`src/design/ngs_pkg.sv`:
```
`timescale 1ns / 1ps
// ----------------------------------------------------------------------------
// ngs_pkg
// Shared types and constants for the nearest entity gap selector.
// ----------------------------------------------------------------------------
package ngs_pkg;

  localparam int unsigned CoordW = 32;
  localparam int unsigned IndexW = 8;
  localparam int unsigned GapW   = 31;
  // Only bits 43..12 of the squared sums reach the result.
  localparam int unsigned SqW    = 44;
  localparam int unsigned FracW  = 12;
  localparam int unsigned AddrW  = 4;

  localparam logic [SqW-1:0]  RoundHalf = 44'h000_0000_0800;
  localparam logic [GapW-1:0] GapInit   = 31'h7FFF_FFFF;

  // Register indexes on the configuration port.
  typedef enum logic [1:0] {
    REG_REF_X      = 2'd0,
    REG_REF_Y      = 2'd1,
    REG_REF_Z      = 2'd2,
    REG_REF_RADIUS = 2'd3
  } ngs_reg_t;

  typedef struct packed {
    logic [CoordW-1:0] ref_x;
    logic [CoordW-1:0] ref_y;
    logic [CoordW-1:0] ref_z;
    logic [CoordW-1:0] ref_radius;
  } ngs_cfg_t;

  // Control fields that ride along with each word through the pipe.
  typedef struct packed {
    logic [IndexW-1:0] index;
    logic              eligible;
    logic              last;
  } ngs_tag_t;

  typedef struct packed {
    ngs_tag_t          tag;
    logic [GapW-1:0]   gap;
  } ngs_gap_word_t;

endpackage

```
`src/design/ngs_min_track.sv`:
```
`timescale 1ns / 1ps
// ----------------------------------------------------------------------------
// ngs_min_track
// Running minimum of the gap over a scan, with the result register.
// ----------------------------------------------------------------------------
module ngs_min_track (
  input  logic                        clk,
  input  logic                        rst,
  input  logic                        gap_valid,
  output logic                        gap_ready,
  input  ngs_pkg::ngs_gap_word_t      gap_word,
  output logic                        out_valid,
  input  logic                        out_ready,
  output logic                        found,
  output logic [ngs_pkg::IndexW-1:0]  best_index,
  output logic [ngs_pkg::GapW-1:0]    best_gap
);
  import ngs_pkg::*;

  logic              have_best;
  logic [IndexW-1:0] best_so_far_index;
  logic [GapW-1:0]   best_so_far_gap;

  logic              take;
  logic              better;
  logic              have_next;
  logic [IndexW-1:0] index_next;
  logic [GapW-1:0]   gap_next;

  // A closing word waits only while an earlier result is still held.
  assign gap_ready = !gap_word.tag.last || !out_valid || out_ready;
  assign take      = gap_valid && gap_ready;

  // Strict compare: ties keep the earlier entity.
  assign better     = gap_word.tag.eligible && (gap_word.gap < best_so_far_gap);
  assign have_next  = have_best || better;
  assign index_next = better ? gap_word.tag.index : best_so_far_index;
  assign gap_next   = better ? gap_word.gap : best_so_far_gap;

  always_ff @(posedge clk) begin
    if (rst) begin
      have_best         <= 1'b0;
      best_so_far_index <= '0;
      best_so_far_gap   <= GapInit;
      out_valid         <= 1'b0;
    end else begin
      if (take && gap_word.tag.last) begin
        out_valid <= 1'b1;
      end else if (out_ready) begin
        out_valid <= 1'b0;
      end
      if (take) begin
        if (gap_word.tag.last) begin
          have_best         <= 1'b0;
          best_so_far_index <= '0;
          best_so_far_gap   <= GapInit;
        end else begin
          have_best         <= have_next;
          best_so_far_index <= index_next;
          best_so_far_gap   <= gap_next;
        end
      end
    end
  end

  always_ff @(posedge clk) begin
    if (take && gap_word.tag.last) begin
      found      <= have_next;
      best_index <= have_next ? index_next : '0;
      best_gap   <= have_next ? gap_next : '0;
    end
  end

endmodule

```
`config.mk`:
```
export PLATFORM = sky130hd
export DESIGN_NAME = ngs_min_track
export DESIGN_NICKNAME = d
export VERILOG_FILES = /design/src/design/ngs_pkg.sv /design/src/design/ngs_min_track.sv
export SDC_FILE = /design/constraint.sdc
export NUM_CORES = 1
export LEC_CHECK = 0
export ABC_AREA = 1
export BUFFER_PORTS_ARGS = -buffer_cell sky130_fd_sc_hd__buf_4
export CORE_ASPECT_RATIO = 0.6
export CORE_UTILIZATION = 55
export DETAILED_ROUTE_END_ITERATION = 10
export PLACE_DENSITY_LB_ADDON = 0.15
export SYNTH_ARGS = -nofsm -noshare
export SYNTH_HDL_FRONTEND = slang
export SYNTH_SLANG_ARGS = --single-unit
```
`constraint.sdc`:
```
create_clock -name clk -period 2.7 [get_ports clk]
set_input_delay 0.135 -clock clk [delete_from_list [all_inputs] [get_ports clk]]
set_output_delay 0.135 -clock clk [all_outputs]
set_load 0.01 [all_outputs]
```
Word level (Yosys, flattened, before mapping)
Cells that the tools add are included.
{ "word_totals": {"elab_cells": 24, "regBits": 81, "out_inout_bits": 42, "input_bits": 45} }
{ "op_classes": {"n_lt_le_gt_ge": 1, "reduce_logical": 9, "n_mux": 7} }
{ "op_table": {"columns": ["op", "n"], "rows": [
  ["2-to-1 mux 31 bit", 2],
  ["< comparator 31 bit", 1],
  ["2-to-1 mux 8 bit", 2],
  ["logical AND 1 bit", 3],
  ["logical OR 1 bit", 3],
  ["2-to-1 mux 1 bit", 3],
  ["logical NOT 1 bit", 2],
  ["nonzero test 2 bit", 1]
]} }

Logic depth before layout (Yosys ltp)
{ "depth": {"depth_word": 6, "depth_mapped": 16, "depth_no_buf": 15} }

Least setup slack after synthesis
Ideal clock, no wire load.
{ "synth_path": {"path_type": "register -> register", "from": "register out_valid", "to": "register best_gap[0] in the netlist's numbering (enable)", "n_path_buf": 0, "setup_time_ns": 0.395, "arrival_ns": 1.634, "period_less_slack_ns": 2.029, "t_required_ns": 2.305, "path_slack_ns": 0.671, "stages_incl_launch_ff": 8, "path_cell_list": "dfxtp_1 -> inv_1 -> nor2_1 -> nand2_1 -> nand2_1 -> inv_1 -> nand2_1 -> inv_1"} }
{ "synth_between": {"elab_chain_len": 5} }
{ "synth_rtl": {"columns": ["element", "line", "text"], "rows": [
  ["start, declared", "ngs_min_track.sv:12", "output logic out_valid,"],
  ["start signal, assigned", "ngs_min_track.sv:45", "out_valid <= 1'b0;"],
  ["start signal, assigned", "ngs_min_track.sv:48", "out_valid <= 1'b1;"],
  ["start signal, assigned", "ngs_min_track.sv:50", "out_valid <= 1'b0;"],
  ["logical NOT 1 bit", "ngs_min_track.sv:31", "assign gap_ready = !gap_word.tag.last || !out_valid || out_ready;"],
  ["logical OR 1 bit (2 in a row)", "ngs_min_track.sv:31", null],
  ["via gap_ready", "ngs_min_track.sv:10", "output logic gap_ready,"],
  ["logical AND 1 bit", "ngs_min_track.sv:32", "assign take = gap_valid && gap_ready;"],
  ["logical AND 1 bit", "ngs_min_track.sv:67", "if (take && gap_word.tag.last) begin"],
  ["end signal, assigned", "ngs_min_track.sv:70", "best_gap <= have_next ? gap_next : '0;"],
  ["end, declared", "ngs_min_track.sv:16", "output logic [ngs_pkg::GapW-1:0] best_gap"]
]} }
The timed path passes the listed nets, and every way through them passes these cells.
A chain may end at the register's enable or synchronous reset.

Final worst setup path
{ "layout_path": {"from": "register best_so_far_gap[14]", "to": "register best_gap[16] in the netlist's numbering (data pin)"} }
{ "layout_between": {"elab_chain_len": 3, "word_cells_on_any_way": 4, "classes_between": "order compare (1); mux (1); reduce/logical (2)"} }
{ "layout_rtl": {"columns": ["element", "line", "text"], "rows": [
  ["start, declared", "ngs_min_track.sv:22", "logic [GapW-1:0] best_so_far_gap;"],
  ["start signal, assigned", "ngs_min_track.sv:44", "best_so_far_gap <= GapInit;"],
  ["start signal, assigned", "ngs_min_track.sv:56", "best_so_far_gap <= GapInit;"],
  ["start signal, assigned", "ngs_min_track.sv:60", "best_so_far_gap <= gap_next;"],
  ["< comparator 31 bit *", "ngs_min_track.sv:35", "assign better = gap_word.tag.eligible && (gap_word.gap < best_so_far_gap);"],
  ["logical AND 1 bit *", "ngs_min_track.sv:35", null],
  ["2-to-1 mux 31 bit or logical OR 1 bit (tied branches)", "ngs_min_track.sv:38, ngs_min_track.sv:36", null]
]} }
Every way passes the cells marked *; elsewhere a longest branch is shown, timed or not.

==> results by group <==
Hold path
  – Hold WC Path Type: in -> reg

Clock tree
  – Worst skew pair latency: 340 ps
  – CTS Buffer Depth: 2
  – Root buffer cell: clkbuf_16
  – Hold Buf Count CTS: 0
  – CTS tree: built
  – TritonCTS buffer count: 9
  – Register clock-pin slew on the reported worst setup and hold paths: 60 ps
  – # resized after CTS: 0
  – Postcts setup bufs: 0
  – CTS sink cnt: 81
  – H-tree levels: 3

Critical path
  – Crit path required time: 2780 ps
  – Worst setup path category: reg -> reg
  – Crit end category: flop
  – CP arrival: 2410 ps
  – Startpoint Class: flop
  – Critical Path Fanout Max: 22

Yosys
  – Top cells by count, synth: nand2_1, inv_1, nor2_1, a21oi_1, dfxtp_1
  – Yosys reg bits: 81
  – Syn nets: 566
  – Yosys warning total: 0
  – Top-count cell post-synth: nand2_1
  – Top cell type by total area after synthesis: edfxtp_1
  – Synth unique cells: 24
  – Yosys top cell area share: 0.283
  – Synth async-reset ratio: 0
  – Syn Inst Count: 491
  – Area contributors post-synth: edfxtp_1, dfxtp_1, ha_1
  – EDFF count, synth: 40
  – Syn_area_per_cell: 8.65 sq um
  – Ys flop type: dfxtp_1
  – Sequential element share of the synthesized area: 0.476
  – Synthesized cell area: 4250 sq um

STA
  – Final Slew Violations: 0
  – Final setup skew: 5.45 ps
  – Tightest Pin Transition: 725 ps
  – Setup-failing EPs final: 0
  – Final setup TNS: 0 ps
  – RSZ-0062 raised after global routing: no
  – Crit path time final: 2330 ps
  – Final Hold Fails: 0
  – PnR worst setup slack: 374 ps
  – Max_slew headroom: 0.517
  – F_max: 430 MHz
  – Final cycle utilization of the critical path: 0.862

Global route
  – Largest net degree at the start of global routing: 72
  – Grt ovf: 0
  – Tot GR Track Use: 0.245
  – Vias in the first global route: 3289
  – Initial antenna violation count: 0
  – Global-route wire length before repair: 15200 um

Place
  – GPL Wtd Cong: 0.772
  – Cells after DPL: 667
  – I/O Buffers: 86
  – Pre-CTS setup slack: 397 ps
  – DP HPWL: 6400 um
  – Placed Area: 4960 sq um

Final layout
  – Non-Filler Instances: 683
  – Nets: 649
  – Final Instance Area: 5220 sq um
  – Area delta synth->final: 22.9%
  – Fillers: 592
  – Diodes inserted: 0
  – Layout cells sized above 1: 0.256
  – Fin util: 0.710

Floorplan
  – Row count: 24
  – Die width: 115 um
  – IO Count: 87
  – Initial Utilization: 0.577
  – Area of the core: 7360 sq um
  – Die area: 8090 sq um
  – Die H: 70.1 um

Pwr
  – Leakage: 2.54 nW
  – Peak VDD IR: 0.364 mV
  – Combinational power share: 0.187
  – Int Power: 0.00227 W
  – Power Density: 594 nW/um^2
  – Power share of the sequential group: 0.458
  – Switch share: 0.269
  – Psw: 0.000833 W
  – Clock share of power: 0.355

Status
  – Outcome: finished clean

Drt
  – Post-detailed-route via-to-cell ratio: 5.10
  – Total Wirelength: 9140 um
  – DRT iter0 DRCs: 237
  – Routed len/inst: 13.4 um
  – Pre-Repair DR Iteration Count: 4
  – Via count: 3482
  – Remaining DRCs: 0
  – ANT nets after route: 0

Flow run
  – Max Cap Violations: 0
==> state kept, by name (all words and copies together), names as in the netlist <==
register and count:
best_index 8, best_so_far_index 8, found 1, have_best 1, best_gap 31, best_so_far_gap 31, out_valid 1
==> final timing paths <==
check | from | to | slack (ps) | depth (start not counted)
worst max-delay path | best_so_far_gap[14]$_SDFFE_PP1P_ | best_gap[16]$_SDFFCE_PN0P_ | 370 | 14
worst min-delay path | rst | best_so_far_index[6]$_SDFFE_PP0P_ | 40 | 2
worst max register to register | best_so_far_gap[14]$_SDFFE_PP1P_ | best_gap[16]$_SDFFCE_PN0P_ | 370 | 14
worst min register to register | best_so_far_index[0]$_SDFFE_PP0P_ | best_so_far_index[0]$_SDFFE_PP0P_ | 460 | 2
==> layout by cell type (no fill, tap or decap), types with 3 or more instances in the layout <==
cell,Yosys,final
a21oi_1,49,49
buf_4,3,92
clkbuf_16,0,9
clkinv_2,0,3
dfxtp_1,41,41
edfxtp_1,40,40
ha_1,30,30
inv_1,63,62
nand2_1,99,98
nand2_2,2,3
nand3_1,19,19
nor2_1,51,51
o21ai_0,3,3
o21ai_1,31,31
o21ai_2,31,31
==> cell type report <==
cell class                 instances  area [sq um]  area share
clock buffer                      12           246      0.0472
clock inverter                     4          18.8     0.00359
inverter                          65           244      0.0467
multi-input combinational        323          1830       0.351
sequential                        81          2020       0.387
tap                              104           130      0.0249
timing repair buffer              94           731       0.140
==> power groups by stage <==
stage          clock network [W]  logic [W]  registers [W]
6_report                 0.00110   0.000580        0.00142
5_1_grt                  0.00117   0.000650        0.00143
4_1_cts                  0.00112   0.000585        0.00142
3_5_place_dp                   0   0.000582        0.00145
3_3_place_gp                   0   0.000561        0.00144
2_1_floorplan                  0   0.000365        0.00146
==> critical path: stages (launching register included) <==
cell	delay, ps
dfxtp_1	330
inv_1	50
ha_1	280
nand2_1	90
nor2_1	150
nand2_1	90
nor2_1	90
nor2_1	50
nand2_1	110
nand2_2	180
nand2_8	130
inv_2	60
nor2_8	70
buf_4	260
nor2_1	100
==> logic make-up (layout without fill, tap and decap cells) <==
kind of cell	count (synthesis)	count (layout)	synth area share
simple gates	179	179	0.180
compound gates	114	114	0.162
buf+inv	87	175	0.0937
flops	81	81	0.476
fa+ha+maj	30	30	0.0884
==> through the flow <==
step / hold WS [ps] / power (W)
6_report: 38.5 / 0.00310
5_1_grt: 34.1 / 0.00325
4_1_cts: 28.6 / 0.00312
3_5_place_dp: 385 / 0.00203
3_3_place_gp: 384 / 0.00200
2_1_floorplan: 307 / 0.00183
==> per-layer routing <==
metal | GRT usage | up-vias | part of all wire | wire length (um)
met5 | 0 | - | 0 | 0
met3 | 0.0842 | 6 | 0.070 | 639
met4 | 0.0577 | 0 | 0.0069 | 63
met1 | 0.316 | 1597 | 0.46 | 4170
met2 | 0.396 | 90 | 0.47 | 4270
li1 | - | 1789 | - | -
Power figures use the tool's default switching activity.
