### config.mk
export PLATFORM = sky130hd
export DESIGN_NAME = ngs_cfg_regs
export DESIGN_NICKNAME = d
export VERILOG_FILES = /design/src/design/ngs_pkg.sv /design/src/design/ngs_cfg_regs.sv
export SDC_FILE = /design/constraint.sdc
export NUM_CORES = 1
export LEC_CHECK = 0
export BUFFER_PORTS_ARGS = -buffer_cell sky130_fd_sc_hd__buf_2
export CORE_MARGIN = 1.5
export CORE_UTILIZATION = 45
export DETAILED_ROUTE_END_ITERATION = 10
export HOLD_SLACK_MARGIN = 0.03
export PLACE_DENSITY_LB_ADDON = 0.25
export SLEW_MARGIN = 20
export SYNTH_ARGS = -nofsm -noshare
export SYNTH_HDL_FRONTEND = slang
export SYNTH_SLANG_ARGS = --single-unit
### constraint.sdc
create_clock -name clk -period 1.4 [get_ports clk]
set_input_delay 0.07 -clock clk [delete_from_list [all_inputs] [get_ports clk]]
set_output_delay 0.07 -clock clk [all_outputs]
set_load 0.1 [all_outputs]
### src/design/ngs_pkg.sv
`timescale 1ns / 1ps
// ----------------------------------------------------------------------------
// ngs_pkg
// Shared types and constants for the nearest entity gap selector.
// ----------------------------------------------------------------------------
package ngs_pkg;

  localparam int unsigned CoordW = 32;
  localparam int unsigned IndexW = 8;
  localparam int unsigned GapW   = 31;
  // Only bits 43..12 of the squared sums reach the result.
  localparam int unsigned SqW    = 44;
  localparam int unsigned FracW  = 12;
  localparam int unsigned AddrW  = 4;

  localparam logic [SqW-1:0]  RoundHalf = 44'h000_0000_0800;
  localparam logic [GapW-1:0] GapInit   = 31'h7FFF_FFFF;

  // Register indexes on the configuration port.
  typedef enum logic [1:0] {
    REG_REF_X      = 2'd0,
    REG_REF_Y      = 2'd1,
    REG_REF_Z      = 2'd2,
    REG_REF_RADIUS = 2'd3
  } ngs_reg_t;

  typedef struct packed {
    logic [CoordW-1:0] ref_x;
    logic [CoordW-1:0] ref_y;
    logic [CoordW-1:0] ref_z;
    logic [CoordW-1:0] ref_radius;
  } ngs_cfg_t;

  // Control fields that ride along with each word through the pipe.
  typedef struct packed {
    logic [IndexW-1:0] index;
    logic              eligible;
    logic              last;
  } ngs_tag_t;

  typedef struct packed {
    ngs_tag_t          tag;
    logic [GapW-1:0]   gap;
  } ngs_gap_word_t;

endpackage

### src/design/ngs_cfg_regs.sv
`timescale 1ns / 1ps
// ----------------------------------------------------------------------------
// ngs_cfg_regs
// APB-style register file holding the reference position and radius.
// ----------------------------------------------------------------------------
module ngs_cfg_regs (
  input  logic                     clk,
  input  logic                     rst,
  input  logic                     psel,
  input  logic                     penable,
  input  logic                     pwrite,
  input  logic [ngs_pkg::AddrW-1:0] paddr,
  input  logic [31:0]              pwdata,
  output logic [31:0]              prdata,
  output logic                     pready,
  output ngs_pkg::ngs_cfg_t        cfg
);
  import ngs_pkg::*;

  ngs_reg_t reg_sel;
  logic     wr_en;

  assign pready  = 1'b1;
  assign reg_sel = ngs_reg_t'(paddr[3:2]);
  assign wr_en   = psel && penable && pwrite;

  always_ff @(posedge clk) begin
    if (rst) begin
      cfg <= '0;
    end else if (wr_en) begin
      case (reg_sel)
        REG_REF_X:      cfg.ref_x      <= pwdata;
        REG_REF_Y:      cfg.ref_y      <= pwdata;
        REG_REF_Z:      cfg.ref_z      <= pwdata;
        REG_REF_RADIUS: cfg.ref_radius <= pwdata;
        default: ;
      endcase
    end
  end

  always_comb begin
    case (reg_sel)
      REG_REF_X:      prdata = cfg.ref_x;
      REG_REF_Y:      prdata = cfg.ref_y;
      REG_REF_Z:      prdata = cfg.ref_z;
      REG_REF_RADIUS: prdata = cfg.ref_radius;
      default:        prdata = '0;
    endcase
  end

endmodule

### Word-level counts from Yosys, hierarchy flattened

Cells that the tools add are included.

* reductions and logical operators: 7
* muxes and demuxes: 1
* equality and inequality tests: 3

Operators with widths (count)
* 32-bit case mux with 4 select lines: 1
* 2-bit AND reduction: 4
* 2-bit equality test (second input constant): 2
* 2-bit by 1-bit equality test with 1-bit output (second input constant): 1
* 1-bit logical AND: 2
* 2-bit logical NOT: 1

* register bits after elaboration: 128

### Depth between registers and ports, before layout

Gate-level depths: netlist (run 1).

* word-level depth: 3
* depth in mapped cells: 5

### Least setup slack after synthesis (run 1)

Ideal clock, no wire load.

* kind: register -> output
* start: register cfg[64] in the netlist's numbering
* end: output prdata[0]
* cell stages (with the launch flop): 2
* slack: -0.394 ns
* data arrival time: 1.724 ns
* cell sequence: dfxtp_1 > mux4_2

* word-level cells in the longest chain between the ends: 1

RTL lines
* start, declared: line ngs_cfg_regs.sv:16 `output ngs_pkg::ngs_cfg_t cfg`
* 32-bit case mux with 4 select lines: line ngs_cfg_regs.sv:42 `case (reg_sel)`
* end, declared: line ngs_cfg_regs.sv:14 `output logic [31:0] prdata,`

No other way between the ends.

### Worst setup path in the final report (run 1)

* start: register cfg[26] in the netlist's numbering
* end: output prdata[26]

The elaborated chain is that of the path after synthesis.

==> results of run 1 <==
power breakdown:
part | internal [mW] | switching [mW]
Combinational | 0.397 | 0.755
Sequential | 3.48 | 0.0368
Clock | 2.17 | 1.43
Total | 6.05 | 2.22
stage by stage:
step | utilization (%) | setup slack (ps) | area (µm²)
2_1_floorplan | - | 95.01 | 6381
3_3_place_gp | 60.12 | 58.66 | 7649
3_5_place_dp | 60.12 | 36.98 | 7649
4_1_cts | 67.85 | -127.7 | 8632
5_1_grt | 68.60 | -156.3 | 8727
6_report | 68.60 | -121.4 | 8727
cell type report:
| class | count | area [µm²] |
|---|---|---|
| clock buffer | 21 | 440.4 |
| clock inverter | 5 | 21.27 |
| fill | 959 | 3995 |
| multi-input combinational | 329 | 3087 |
| sequential | 128 | 3043 |
| tap | 172 | 215.2 |
| timing repair buffer | 257 | 1921 |
cell families (layout without fill, tap and decap cells):
family,Yosys count,after routing
AND/OR/NAND/NOR,168,168
buffers and inverters,39,283
multiplexers,160,160
other,1,1
flip-flops,128,128
metal layers:
layer | share of wire [%] | up-vias | wire [µm] | GRT usage, %
li1 | - | 2187 | - | -
met1 | 42 | 2268 | 6508 | 28.05
met2 | 52 | 149 | 8133 | 39.78
met3 | 5.3 | 16 | 829 | 6.008
met4 | 1.2 | 0 | 189 | 7.165
met5 | 0 | - | 0 | 0
worst paths after layout:
path | end | slack (ps) | start
max | prdata[26] | -120 | cfg[26]$_SDFFE_PP0P_
min | cfg[4]$_SDFFE_PP0P_ | 190 | rst
max reg2reg | cfg[10]$_SDFFE_PP0P_ | 680 | cfg[10]$_SDFFE_PP0P_
min reg2reg | cfg[93]$_SDFFE_PP0P_ | 490 | cfg[93]$_SDFFE_PP0P_
worst max-delay path, delay by kind of cell, from the launching register on:
kind / cells / cell delay, ps
mux: 1 / 490
buf+inv: 1 / 200
flops: 1 / 350
layout by cell type (no fill, tap or decap), types with 2 or more instances in the layout:
cell type      synthesis  layout
buf_2                  2     166
nand2b_1             160     160
mux2i_1              128     128
dfxtp_4                0     128
mux4_2                32      32
dlygate4sd3_1          0      32
buf_6                  8      27
buf_12                 0      18
clkbuf_16              0      17
buf_4                 13      14
clkbuf_1              16       4
clkinv_1               0       3
nand3_2                2       2
clkinv_2               0       2
timing repair:
item / in CTS / in global routing
endpoints found under the setup margin: 32 / 32
setup buffers: 1 / 8
hold buffers: 32 / 0
hold endpoints to repair: 115 / 0
cloned: 0 / 0
gates resized for setup: 62 / 8
==> impl_metrics.yaml, run 1 <==
layout:
  drive_above_1_share_pct: 55.27
  diodes: 0
  reg_top3: "cfg x128"
  nNetsFinal: 774
  syn2layout_area_growth_pct: 47.90
  largest_reg_flops: 128
  instances_no_fill: 912
  regMostFlops: "cfg"
timing:
  setup_slack_ps: -121.4
  final-hold-violation-count: 0
  fin_crit_sh_pct: 108.7
  hold_slack_ps: 194.6
  finalSetupTns_ps: -3006
  rsz0062_at_grt: "true"
  drv_slew: 0
  fin_crit_ps: 1521
  fmax_ghz: 0.6573
  tightest_slew_ps: 512.5
  max_slew_margin_pct: 66.07
  setup_viol: 32
  fin_skew_ps: 0
grt:
  grt_first_pass_wirelength_mm: 25.22
  antenna_found_initial: 0
  grtUsageTotal_pct: 22.98
  grt_max_degree: 75
  grt_pass1_vias: 4818
  grt_overflow: 0
placed_design:
  dp.cells: 845
  hpwl_mm: 10.35
  port_buffers: 198
  place.gp.congestion: 0.7554
drt:
  firstDrtPassIters: 4
  finalWirelength_mm: 15.66
  drc: 0
  vias: 4620
  drt_iter0_markers: 232
  vias_per_cell: 5.066
  avgRoutedWirePerCell_um: 17.17
  ant_nets: 0
power_and_ir_drop:
  powerDensity_nw_per_um2: 947.2
  p_leak_nw: 4.237
  finalPower_mw: 8.266
  peakVddDrop_mv: 0.6429
hold_path:
  hp-class: "in -> reg"
  whs_path_depth: 3
outcome:
  violations: "setup timing"
  outcome: "finished with violations"
synth:
  syn-mean-instance-area_um2: 11.90
  synth_top_family_by_area: "multiplexers"
  synthTopCellsByCount: "nand2b_1, dfxtp_1, mux2i_1"
  synth_compound_area_share_pct: 0
  async_flop_share_pct: 0
  ys_seq_elements: 128
  synth.area.top_cells: "dfxtp_1, mux2i_1, nand2b_1, mux4_2, buf_4"
  synthSimpleGateAreaFrac_pct: 18.21
  synth_fa_ha_area_share_pct: 0
  synth_top_area_cell: "dfxtp_1"
  synth_edf_count: 0
  synth_top_area_share_pct: 43.43
  ys_types: 16
  synth_most_common_cell: "nand2b_1"
  synthXorXnorAreaFrac_pct: 0
  ys_seq_area_share_pct: 43.43
  syn-instance-count: 496
  yosysWarnings: 0
  syn_nets: 537
  synth_ff_type: "dfxtp_1"
  synthMuxAreaShare_pct: 33.93
  syn_area_um2: 5901
clock_network:
  htree_levels: 4
  clockBufferDepth: 2
  cts_root_buf: "clkbuf_16"
  cts_tree: "yes"
  cts_buffers: 17
  clock_sinks: 128
  clk_latency_ps: 400
  clkTransAtPathRegs_ps: 50
die:
  fp-row-count: 41
  io_pins: 202
  start_util_pct: 46.38
  fp.dieH_um: 117.5
  core-area_um2: 12720
  die_width_um: 117.5
  die-area_um2: 13810
worst_setup_path:
  cp.arrival_ps: 1450
  required_ps: 1330
  worst_setup_path_start_kind: "register"
  critPathKind: "reg -> out"
  endpoint_kind: "primary output"
  crit_fanout: 3
  cp_cell_sequence: "mux4_2 > buf_6"
  cp_slowest_cell: "mux4_2"
  cp_slowest_stage_delay_ps: 490
  r2r_cells: 3
job:
  cap_violations: 0
Power figures use the tool's default switching activity.
==> run 2: changes to the inputs <==
--- a/config.mk
+++ b/config.mk
@@ -7,7 +7,7 @@
 export LEC_CHECK = 0
 export BUFFER_PORTS_ARGS = -buffer_cell sky130_fd_sc_hd__buf_2
 export CORE_MARGIN = 1.5
-export CORE_UTILIZATION = 45
+export CORE_UTILIZATION = 50
 export DETAILED_ROUTE_END_ITERATION = 10
 export HOLD_SLACK_MARGIN = 0.03
 export PLACE_DENSITY_LB_ADDON = 0.25
==> impl_metrics.yaml, run 2 (synthesized netlist as in run 1, its figures left out) <==
placed_design:
  port_buffers: 198
  dp.cells: 817
  place_area_um2: 7605
  hpwl_mm: 10.38
  place.gp.congestion: 0.7910
  dp_slack_ps: 78.04
drt:
  avgRoutedWirePerCell_um: 17.93
  vias: 4685
  firstDrtPassIters: 4
  drc: 0
  vias_per_cell: 5.246
  drt_iter0_markers: 238
  ant_nets: 0
  finalWirelength_mm: 16.01
timing:
  fmax_ghz: 0.6577
  finalSetupTns_ps: -3191
  rsz0062_at_grt: "true"
  max_slew_margin_pct: 64.84
  drv_slew: 0
  final-hold-violation-count: 0
  fin_crit_sh_pct: 108.6
  hold_slack_ps: 45.10
  setup_slack_ps: -120.3
  tightest_slew_ps: 531.1
  fin_skew_ps: 0
  setup_viol: 32
  fin_crit_ps: 1520
clock_network:
  clock_sinks: 128
  clk_latency_ps: 410
  htree_levels: 4
  clkTransAtPathRegs_ps: 50
  cts_root_buf: "clkbuf_16"
  cts_tree: "yes"
  clockBufferDepth: 2
  cts_buffers: 17
power_and_ir_drop:
  powerDensity_nw_per_um2: 1030
  netSwitchingPower_mw: 2.343
  peakVddDrop_mv: 0.9473
  clkPwrFrac_pct: 49.0
  p_leak_nw: 4.329
  finalPower_mw: 9.153
  switching_share_pct: 25.59
  combPwrFrac_pct: 12.6
  intPower_mw: 6.810
  p_seq_share_pct: 38.4
layout:
  layout.cells.most_common: "buf_2"
  diodes: 0
  final_util_pct: 77.49
  instances_no_fill: 893
  nNetsFinal: 778
  layout_common_cells: "buf_2, nand2b_1, mux2i_1, dfxtp_4, mux4_2"
  stdcell_area_um2: 8886
  drive_above_1_share_pct: 56.40
  largest_reg_flops: 128
  reg_top3: "cfg x128"
  syn2layout_area_growth_pct: 50.59
  regMostFlops: "cfg"
job:
  cap_violations: 0
die:
  core-area_um2: 11470
  io_pins: 202
  fp.dieH_um: 111.6
  die_width_um: 111.6
  fp-row-count: 39
  die-area_um2: 12460
  start_util_pct: 51.46
outcome:
  outcome: "finished with violations"
  violations: "setup timing"
worst_setup_path:
  crit_fanout: 3
  endpoint_kind: "primary output"
  cp.arrival_ps: 1450
  worst_setup_path_start_kind: "register"
  required_ps: 1330
  critPathKind: "reg -> out"
grt:
  grtUsageTotal_pct: 26.11
  grt_max_degree: 131
  grt_first_pass_wirelength_mm: 25.74
  grt_overflow: 0
  antenna_found_initial: 0
  grt_pass1_vias: 4950
hold_path:
  hp-class: "in -> reg"
[run 2: cell types whose count changed in the layout (fill, tap and decap cells not counted)]
cell,before,now
dlygate4sd3_1,32,31
buf_6,27,24
bufinv_16,0,4
clkinv_2,2,5
buf_12,18,20
buf_2,166,163
clkbuf_4,0,3
buf_4,14,19
clkinvlp_4,0,2
buf_8,0,1
clkbuf_1,4,1
[run 2: layout make-up]
cell class              instances  area [µm²]
repair buffers                261        1977
fillers                       730        2581
well taps                     143       178.9
multi-input cells             329        3087
flip-flops and latches        128        3043
clock buffers                  18       429.2
clock inverters                14       171.4
[run 2: worst paths after layout]
| kind | slack, ps | to | depth (start not counted) | from |
|---|---|---|---|---|
| max | -120 | prdata[24] | 2 | cfg[24]$_SDFFE_PP0P_ |
| min | 50 | cfg[6]$_SDFFE_PP0P_ | 3 | pwdata[6] |
| max reg2reg | 540 | cfg[20]$_SDFFE_PP0P_ | 4 | cfg[20]$_SDFFE_PP0P_ |
| min reg2reg | 490 | cfg[110]$_SDFFE_PP0P_ | 2 | cfg[110]$_SDFFE_PP0P_ |
[run 2: per-layer routing]
layer  share of wire (%)  up-vias  GRT usage, %  wire [µm]
li1                    -     2206             -          -
met1                  40     2297         30.79       6481
met2                  53      156         45.73       8448
met3                 4.9       26         6.478        792
met4                 1.8        0         10.13        285
met5                   0        -             0          0
[run 2: critical path: stages (launching register included)]
cell and delay, ps:
dfxtp_4 350, mux4_2 490, buf_6 200
[run 2: timing repair]
item                                    4_1_cts  5_1_grt
endpoints found under the setup margin       32       33
hold buffers                                 31        0
gates resized for setup                      76        6
pin swaps                                     0        0
setup buffers                                 8        5
hold endpoints to repair                    105        0
[run 2: power by group through the flow]
stage	registers, mW	clock network (mW)	logic [mW]
after floorplan	3.93	0	0.481
after global placement	3.59	0	1.02
after detailed placement	3.60	0	1.04
after CTS	3.52	4.55	1.14
after global routing	3.52	4.76	1.20
final	3.52	4.49	1.15
==> run 3: changes to the inputs <==
--- a/config.mk
+++ b/config.mk
@@ -6,7 +6,6 @@
 export NUM_CORES = 1
 export LEC_CHECK = 0
 export BUFFER_PORTS_ARGS = -buffer_cell sky130_fd_sc_hd__buf_2
-export CORE_MARGIN = 1.5
 export CORE_UTILIZATION = 50
 export DETAILED_ROUTE_END_ITERATION = 10
 export HOLD_SLACK_MARGIN = 0.03
==> impl_metrics.yaml, run 3 (synthesized netlist as in run 1, its figures left out) <==
worst_setup_path:
  endpoint_kind: "primary output"
  r2r_end: "cfg[41]$_SDFFE_PP0P_"
  r2r_cells: 3
  required_ps: 1330
  crit_fanout: 3
  crit_buf_inv: 1
  cp_slowest_cell: "mux4_2"
  worst_setup_path_start_kind: "register"
  cp.arrival_ps: 1450
  cp_slowest_stage_delay_ps: 510
  critPathTopFamily: "multiplexers"
  worstReg2RegStart: "cfg[41]$_SDFFE_PP0P_"
  critPathKind: "reg -> out"
  rrSetupSlack_ps: 660
  cp_cell_sequence: "mux4_2 > buf_12"
layout:
  drive_above_1_share_pct: 55.99
  layout_common_cells: "buf_2, nand2b_1, mux2i_1, dfxtp_4, mux4_2"
  diodes: 0
  n_fill_cell: 733
  reg_top3: "cfg x128"
  nNetsFinal: 772
  instances_no_fill: 886
  largest_reg_flops: 128
  syn2layout_area_growth_pct: 48.66
  regMostFlops: "cfg"
  stdcell_area_um2: 8772
  layout.cells.most_common: "buf_2"
  final_util_pct: 76.50
hold_path:
  hold_end: "cfg[73]$_SDFFE_PP0P_"
  whs_path_depth: 3
  min_from: "pwdata[9]"
  hp-class: "in -> reg"
drt:
  drc: 0
  vias_per_cell: 5.305
  firstDrtPassIters: 4
  ant_nets: 0
  vias: 4700
  avgRoutedWirePerCell_um: 17.71
  finalWirelength_mm: 15.69
  drt_iter0_markers: 239
placed_design:
  port_buffers: 198
  place_area_um2: 7617
  hpwl_mm: 10.25
  dp_slack_ps: 49.36
  dp.cells: 817
  place.gp.congestion: 0.7675
timing:
  tightest_slew_ps: 513.1
  rsz0062_at_grt: "true"
  fin_crit_sh_pct: 108.7
  setup_slack_ps: -122.2
  fmax_ghz: 0.6569
  max_slew_margin_pct: 66.03
  fin_crit_ps: 1522
  fin_skew_ps: 0
  drv_slew: 0
  final-hold-violation-count: 0
  setup_viol: 32
power_and_ir_drop:
  powerDensity_nw_per_um2: 1003
  finalPower_mw: 8.797
  p_leak_nw: 4.271
  peakVddDrop_mv: 0.6287
clock_network:
  clock_sinks: 128
  clk_latency_ps: 400
  clockBufferDepth: 2
  cts_buffers: 17
  htree_levels: 4
  clkTransAtPathRegs_ps: 50
  cts_tree: "yes"
  cts_root_buf: "clkbuf_16"
outcome:
  outcome: "finished with violations"
  violations: "setup timing"
grt:
  grt_overflow: 0
  grt_first_pass_wirelength_mm: 26.02
  antenna_found_initial: 0
  grtUsageTotal_pct: 26.92
  grt_max_degree: 54
  grt_pass1_vias: 4980
job:
  cap_violations: 0
die:
  fp-row-count: 39
  io_pins: 202
  die-area_um2: 12240
  core-area_um2: 11470
  fp.dieH_um: 110.6
  start_util_pct: 51.46
  die_width_um: 110.6
## run 3: worst max-delay path by stage
| stage | start | to | slack [ps] | cells past startpoint |
|---|---|---|---|---|
| CTS | cfg[30]$_SDFFE_PP0P_ | prdata[30] | -140 | 2 |
| floorplan | paddr[3] | prdata[21] | 100 | 3 |
| finish | cfg[7]$_SDFFE_PP0P_ | prdata[7] | -120 | 2 |
| global placement | paddr[2] | prdata[7] | 80 | 4 |
| detailed placement | paddr[2] | prdata[7] | 50 | 4 |
| global route | cfg[25]$_SDFFE_PP0P_ | prdata[25] | -160 | 2 |
## run 3: power by group
| group | leakage, nW | switching [mW] | internal (mW) |
|---|---|---|---|
| logic | 2.87 | 0.754 | 0.396 |
| clock network | 0.267 | 1.55 | 2.58 |
| registers | 1.14 | 0.0380 | 3.48 |
## run 3: cell type report
cell class / count / area [µm²] / share of cell area, %
flip-flops and latches: 128 / 3043 / 34.69
clock buffers: 19 / 432.9 / 4.935
repair buffers: 255 / 1911 / 21.78
well taps: 143 / 178.9 / 2.040
clock inverters: 12 / 120.1 / 1.369
multi-input cells: 329 / 3087 / 35.19
## run 3: what timing repair did
action                                  4_1_cts  5_1_grt
endpoints found under the setup margin       32       32
hold buffers                                 31        0
setup buffers                                 6        1
resized for setup                            70        3
hold endpoints to repair                    119        0
## run 3: worst reg2reg max path, cell delays in order (launching register included)
cell and delay [ps]:
dfxtp_4 340, buf_4 130, nand2b_1 80, mux2i_1 70
## run 3: per-stage QoR
step	hold WS (ps)	setup TNS (ps)
3_3_place_gp	395.7	0
6_report	68.41	-3128
2_1_floorplan	280.0	0
4_1_cts	58.19	-3599
5_1_grt	74.27	-4189
3_5_place_dp	407.6	0
## run 3: routing by layer
metal	GRT usage, %	vias up	wire length (µm)
met4	9.867	0	187
li1	-	2188	-
met2	46.75	173	8178
met5	0	-	0
met1	32.80	2323	6545
met3	5.598	16	776
